`src/rtl/expm1n_pkg.sv`:
```
// shared constants and binary32 arithmetic functions for the expm1 pipeline
`default_nettype none

package expm1n_pkg;

    localparam int unsigned Stages = 14;

    localparam logic [31:0] MAGIC_BIAS   = 32'h49C0_0000;
    localparam logic [31:0] MAGIC_BIAS_N = 32'hC9C0_0000;
    localparam logic [31:0] LOG2E        = 32'h3FB8_AA3B;
    localparam logic [31:0] X_SAT_LIMIT  = 32'hC18A_A123;
    localparam logic [31:0] MLN2_HI      = 32'hBF31_7200;
    localparam logic [31:0] MLN2_LO      = 32'hB5BF_BE8E;
    localparam logic [31:0] COEF4        = 32'h3D2A_AC76;
    localparam logic [31:0] COEF3        = 32'h3E2A_AE10;
    localparam logic [31:0] COEF2        = 32'h3F00_0000;
    localparam logic [31:0] NEG_ONE      = 32'hBF80_0000;
    localparam logic [31:0] DEFAULT_NAN  = 32'hFFC0_0000;
    localparam logic [31:0] QUIET_BIT    = 32'h0040_0000;

    // 2^(k/8) with (k << 20) taken off
    function automatic logic [31:0] exp2_frac(input logic [2:0] k);
        logic [31:0] w;
        case (k)
            3'd0:    w = 32'h3F80_0000;
            3'd1:    w = 32'h3F7B_95C2;
            3'd2:    w = 32'h3F78_37F0;
            3'd3:    w = 32'h3F75_FED7;
            3'd4:    w = 32'h3F75_04F3;
            3'd5:    w = 32'h3F75_672A;
            3'd6:    w = 32'h3F77_44FD;
            3'd7:    w = 32'h3F7A_C0C7;
            default: w = 32'h3F80_0000;
        endcase
        return w;
    endfunction

    function automatic logic is_nan(input logic [31:0] v);
        return (v[30:23] == 8'hFF) && (v[22:0] != 23'd0);
    endfunction

    function automatic logic is_inf(input logic [31:0] v);
        return (v[30:23] == 8'hFF) && (v[22:0] == 23'd0);
    endfunction

    function automatic logic is_zero(input logic [31:0] v);
        return v[30:0] == 31'd0;
    endfunction

    function automatic logic [5:0] lzc48(input logic [47:0] v);
        logic [5:0] c;
        logic       found;
        c     = 6'd48;
        found = 1'b0;
        for (int i = 47; i >= 0; i--) begin
            if (!found && v[i]) begin
                c     = 6'(47 - i);
                found = 1'b1;
            end
        end
        return c;
    endfunction

    function automatic logic [5:0] lzc50(input logic [49:0] v);
        logic [5:0] c;
        logic       found;
        c     = 6'd50;
        found = 1'b0;
        for (int i = 49; i >= 0; i--) begin
            if (!found && v[i]) begin
                c     = 6'(49 - i);
                found = 1'b1;
            end
        end
        return c;
    endfunction

    // round to nearest even and pack; sig has its leading one at bit 47
    function automatic logic [31:0] fp_round(input logic sgn, input logic signed [11:0] e,
                                             input logic [47:0] sig);
        logic [95:0]        wide;
        logic [47:0]        m;
        logic [5:0]         sh;
        logic signed [11:0] d;
        logic [7:0]         ef;
        logic [30:0]        base;
        logic               g;
        logic               st;
        logic               up;
        logic [31:0]        res;
        d = 12'sd1 - e;
        if (e >= 12'sd1)
            sh = 6'd0;
        else if (d > 12'sd48)
            sh = 6'd48;
        else
            sh = d[5:0];
        wide = {sig, 48'd0} >> sh;
        m    = wide[95:48];
        ef   = (e >= 12'sd1) ? (e[7:0] - 8'd1) : 8'd0;
        base = {ef, 23'd0} + {7'd0, m[47:24]};
        g    = m[23];
        st   = (|m[22:0]) | (|wide[47:0]);
        up   = g & (st | m[24]);
        base = base + {30'd0, up};
        if (e >= 12'sd255)
            res = {sgn, 31'h7F80_0000};
        else
            res = {sgn, base};
        return res;
    endfunction

    function automatic logic [31:0] fp_mul(input logic [31:0] a, input logic [31:0] b);
        logic               sgn;
        logic signed [11:0] ea;
        logic signed [11:0] eb;
        logic signed [11:0] e;
        logic [23:0]        ma;
        logic [23:0]        mb;
        logic [47:0]        prod;
        logic [5:0]         lz;
        logic [31:0]        res;
        sgn  = a[31] ^ b[31];
        ea   = (a[30:23] == 8'd0) ? 12'sd1 : $signed({4'd0, a[30:23]});
        eb   = (b[30:23] == 8'd0) ? 12'sd1 : $signed({4'd0, b[30:23]});
        ma   = {a[30:23] != 8'd0, a[22:0]};
        mb   = {b[30:23] != 8'd0, b[22:0]};
        prod = ma * mb;
        lz   = lzc48(prod);
        e    = ea + eb - 12'sd126 - $signed({6'd0, lz});
        if (is_nan(a))
            res = a | QUIET_BIT;
        else if (is_nan(b))
            res = b | QUIET_BIT;
        else if ((is_inf(a) && is_zero(b)) || (is_zero(a) && is_inf(b)))
            res = DEFAULT_NAN;
        else if (is_inf(a) || is_inf(b))
            res = {sgn, 31'h7F80_0000};
        else if (is_zero(a) || is_zero(b))
            res = {sgn, 31'd0};
        else
            res = fp_round(sgn, e, prod << lz);
        return res;
    endfunction

    function automatic logic [31:0] fp_add(input logic [31:0] a, input logic [31:0] b);
        logic               swap;
        logic [31:0]        l;
        logic [31:0]        s;
        logic [7:0]         el;
        logic [7:0]         es;
        logic [7:0]         d;
        logic [5:0]         sh;
        logic [49:0]        l50;
        logic [49:0]        s50;
        logic [99:0]        wide;
        logic [49:0]        sal;
        logic [49:0]        r;
        logic [49:0]        nrm;
        logic [5:0]         lz;
        logic [47:0]        sig;
        logic signed [11:0] e;
        logic [31:0]        res;
        swap = b[30:0] > a[30:0];
        l    = swap ? b : a;
        s    = swap ? a : b;
        el   = (l[30:23] == 8'd0) ? 8'd1 : l[30:23];
        es   = (s[30:23] == 8'd0) ? 8'd1 : s[30:23];
        d    = el - es;
        sh   = (d > 8'd50) ? 6'd50 : d[5:0];
        l50  = {1'b0, l[30:23] != 8'd0, l[22:0], 25'd0};
        s50  = {1'b0, s[30:23] != 8'd0, s[22:0], 25'd0};
        wide = {s50, 50'd0} >> sh;
        sal  = wide[99:50] | {49'd0, |wide[49:0]};
        r    = (a[31] ^ b[31]) ? (l50 - sal) : (l50 + sal);
        lz   = lzc50(r);
        nrm  = r << lz;
        sig  = nrm[49:2] | {47'd0, |nrm[1:0]};
        e    = $signed({4'd0, el}) + 12'sd1 - $signed({6'd0, lz});
        if (is_nan(a))
            res = a | QUIET_BIT;
        else if (is_nan(b))
            res = b | QUIET_BIT;
        else if (is_inf(a) && is_inf(b) && (a[31] != b[31]))
            res = DEFAULT_NAN;
        else if (is_inf(a))
            res = a;
        else if (is_inf(b))
            res = b;
        else if (r == 50'd0)
            res = {a[31] & b[31], 31'd0};
        else
            res = fp_round(l[31], e, sig);
        return res;
    endfunction

endpackage

`default_nettype wire

```
`src/rtl/expm1n_fmul.sv`:
```
// registered binary32 multiplier stage, round to nearest even
`default_nettype none

module expm1n_fmul (
    input  wire logic        clk,
    input  wire logic        en,
    input  wire logic [31:0] a,
    input  wire logic [31:0] b,
    output logic [31:0]      y
);
    import expm1n_pkg::*;

    logic [31:0] y_reg;
    logic [31:0] y_next;

    assign y_next = fp_mul(a, b);

    always_ff @(posedge clk)
    begin
        if (en)
        begin
            y_reg <= y_next;
        end
    end

    assign y = y_reg;

endmodule

`default_nettype wire

```
`config.mk`:
```
export PLATFORM = sky130hd
export DESIGN_NAME = expm1n_fmul
export DESIGN_NICKNAME = d
export VERILOG_FILES = /design/src/rtl/expm1n_pkg.sv /design/src/rtl/expm1n_fmul.sv
export SDC_FILE = /design/constraint.sdc
export NUM_CORES = 2
export LEC_CHECK = 0
export ABC_AREA = 1
export BUFFER_PORTS_ARGS = -buffer_cell sky130_fd_sc_hd__buf_2
export CAP_MARGIN = 20
export CORE_MARGIN = 2
export CORE_UTILIZATION = 41
export CTS_CLUSTER_DIAMETER = 40
export DETAILED_ROUTE_END_ITERATION = 8
export PLACE_DENSITY_LB_ADDON = 0.05
export SYNTH_ARGS = -nofsm -noshare
export SYNTH_HDL_FRONTEND = slang
export SYNTH_SLANG_ARGS = --single-unit
```
`constraint.sdc`:
```
create_clock -name clk -period 22.6 [get_ports clk]
set_input_delay 6.78 -clock clk [delete_from_list [all_inputs] [get_ports clk]]
set_output_delay 6.78 -clock clk [all_outputs]
set_load 0.02 [all_outputs]
```
==> flow_summary.toml <==
[global_route]
grt_first_pass_wirelength_microns = 178000
grt_start_max_net_pins = 59
grt_antenna_before_repair = 3
grt_pass1_vias = 30400
overflow = 0
grt_use_total_pct = 29.3

[flow_run]
maxCapViolations = 0

[synth]
syn-num-nets = 5545
post_synth_edffs = 32
synth_area_sq_um = 30900
ys_seq_elements = 32
postSynthAreaPerCell_sq_um = 6.44
synth_cell_type_count = 60
yosys_warnings = 0
post-synth-top-area-cell = "sky130_fd_sc_hd__fa_1"
synthesis.instances = 4794
synthMostInstantiatedCell = "sky130_fd_sc_hd__nand2_1"
ys_seq_area_share_pct = 3.11
synth_ff_type = "sky130_fd_sc_hd__edfxtp_1"
ffs_w_async_s_r_synth_pct = 0
post_synth_main_area_contributors = "sky130_fd_sc_hd__fa_1 (31%), sky130_fd_sc_hd__nand2_1 (17%), sky130_fd_sc_hd__nand3_1 (12%), sky130_fd_sc_hd__inv_1 (12%), sky130_fd_sc_hd__ha_1 (8.1%)"
synth_commonest_cells = "sky130_fd_sc_hd__nand2_1 (1377), sky130_fd_sc_hd__inv_1 (968), sky130_fd_sc_hd__nand3_1 (729)"
synth_top_cell_area_share_pct = 31.4

[sta]
slew_headroom_pct = 43.4
timing.final.setup_violations = 0
finalWorstPathRequiredPeriod_ns = 21.47
final-max-slew-violation-count = 0
final_hold_vios = 0
worst-slew-pin-transition_ns = 0.849
min_setup_slack_post_route_ns = 1.13
maxClockFrequency_mhz = 46.6
period_share_pct = 95.0

[min_path]
hold_class = "in -> reg"

[clock_tree]
cts_tree = "yes"
cts_num_sinks = 32
hold_buffers = 0
worst_setup_hold_path_clk_slew_ns = 0.05
clock-root-buffer = "sky130_fd_sc_hd__clkbuf_16"
cts_max_level = 2
cts_buffers = 5
clockBufferDepth = 2

[place]
gpl.final_weighted_congestion = 0.958
dpl_worst_slack_ns = 0.184
i_o_buffers = 97
detailedPlacementHpwl_microns = 92500

[critical_path]
cp_num_buf_inv = 14
kind_of_cell_adding_the_most_delay_to_the_critical_path = "simple AND/OR/NAND/NOR gates"
crit_path_end_kind = "flop"
cp_slowest_cell = "sky130_fd_sc_hd__fa_1"
critPathRequiredTime_ns = 22.72
path_max_fanout = 25
data_arrival_time_of_the_critical_path_ns = 21.59
setup.worst_path.class = "in -> reg"
timing.critical_path.slowest_cell_delay_ns = 0.59
cp_common_cell = "sky130_fd_sc_hd__nand2_1"
critical_path.startpoint_type = "input pin"

[detailed_routing]
drc = 0
num_vias = 30300
routed_wl_microns = 113000
antenna_left = 0
routedWlPerCell_microns = 19.9
initialDrtViolationCount = 2600
routed_via_density = 5.34
drt_first_pass_iters = 6

[die]
core.rowCount = 100
initial_utilization_pct = 41.5
num_io_pins = 98
die_h_microns = 278
die-area_sq_um = 77500
die_width_microns = 278
core_sq_um = 74400

[final_layout]
area_delta_synth_final_pct = 5.07
antenna_cells = 0
layout-drive-gt1-share_pct = 6.65
largest_register_ff_count = 32
num-nets-final = 5460

[outcome]
result_of_the_run = "finished clean"
cell type report:
cell class              instances  area, sq um
clock buffers                   5          125
clock inverters                 3         37.5
fillers                      8165        42000
inverters                    1004         3780
multi-input cells            3495        25200
flip-flops and latches         32          961
well taps                     969         1210
repair buffers                170         1130
repair inverters                1         7.51
routing by layer:
| metal | vias up | GRT usage (%) | share of wire [%] |
|---|---|---|---|
| li1 | 14500 | - | - |
| met1 | 14800 | 40.7 | 45 |
| met2 | 887 | 49.9 | 48 |
| met3 | 140 | 1.89 | 4.8 |
| met4 | 4 | 6.65 | 2.7 |
| met5 | - | 0 | 0.024 |
through the flow:
stage               area (sq um)  utilization, %  hold slack, ns  instances  setup TNS [ns]
floorplan                  30900               -            6.89       4794               0
global placement           32000            43.0            7.10       5663               0
detailed placement         32000            43.0            7.11       5663               0
CTS                        32200            43.2            6.82       5671               0
global route               32400            43.6            6.84       5679         -0.0167
finish                     32400            43.6            6.83       5679               0
placed cells by master, fill, tap and decap left out, types with 7 or more instances in the layout:
cell type	synthesis	routed
sky130_fd_sc_hd__nor2_1	230	224
sky130_fd_sc_hd__inv_2	31	32
sky130_fd_sc_hd__o21ai_0	37	36
sky130_fd_sc_hd__inv_1	968	966
sky130_fd_sc_hd__buf_2	39	75
sky130_fd_sc_hd__nand4_1	61	61
sky130_fd_sc_hd__nor2_4	9	16
sky130_fd_sc_hd__o21bai_1	12	12
sky130_fd_sc_hd__nor4_1	19	16
sky130_fd_sc_hd__nand2_2	13	14
sky130_fd_sc_hd__fa_1	484	484
sky130_fd_sc_hd__nand3_2	7	7
sky130_fd_sc_hd__a21oi_1	105	105
sky130_fd_sc_hd__xnor2_1	26	25
sky130_fd_sc_hd__xor2_1	28	27
sky130_fd_sc_hd__nand2_1	1377	1376
sky130_fd_sc_hd__nor2_2	28	27
sky130_fd_sc_hd__nor3_1	28	26
sky130_fd_sc_hd__buf_4	3	70
sky130_fd_sc_hd__clkbuf_4	0	20
sky130_fd_sc_hd__edfxtp_1	32	32
sky130_fd_sc_hd__o21ai_1	10	11
sky130_fd_sc_hd__a31oi_1	9	9
sky130_fd_sc_hd__nand3_1	729	729
sky130_fd_sc_hd__ha_1	201	199
what timing repair did:
item | 4_1_cts | 5_1_grt
setup buffers | 0 | 6
setup endpoints to repair | 0 | 31
gates resized for setup | 0 | 50
tightest hold or removal path: cells and delay by family:
| family | cells | cell delay (ns) |
|---|---|---|
| AOI/OAI and AO/OA | 1 | 0.06 |
| and+or+nand+nor | 1 | 0.06 |
| buffers and inverters | 1 | 0.09 |
kinds of logic after synthesis:
logic type      share of synthesized area, %
flops                                   3.11
buf+inv                                 15.7
fa+ha+maj                               39.5
xor+xnor                                1.53
simple gates                            35.9
compound gates                          4.21
path summary, 6_finish.rpt:
check                 startpoint  slack, ns  depth (start not counted)               to
worst min-delay path       a[31]       6.83                          3  y[31]$_DFFE_PP_
worst max-delay path        a[3]       1.13                         88  y[18]$_DFFE_PP_
Power is left out: the tool's default activity adds up to more than one toggle a clock period on the data nets, which glitch-free logic cannot reach.
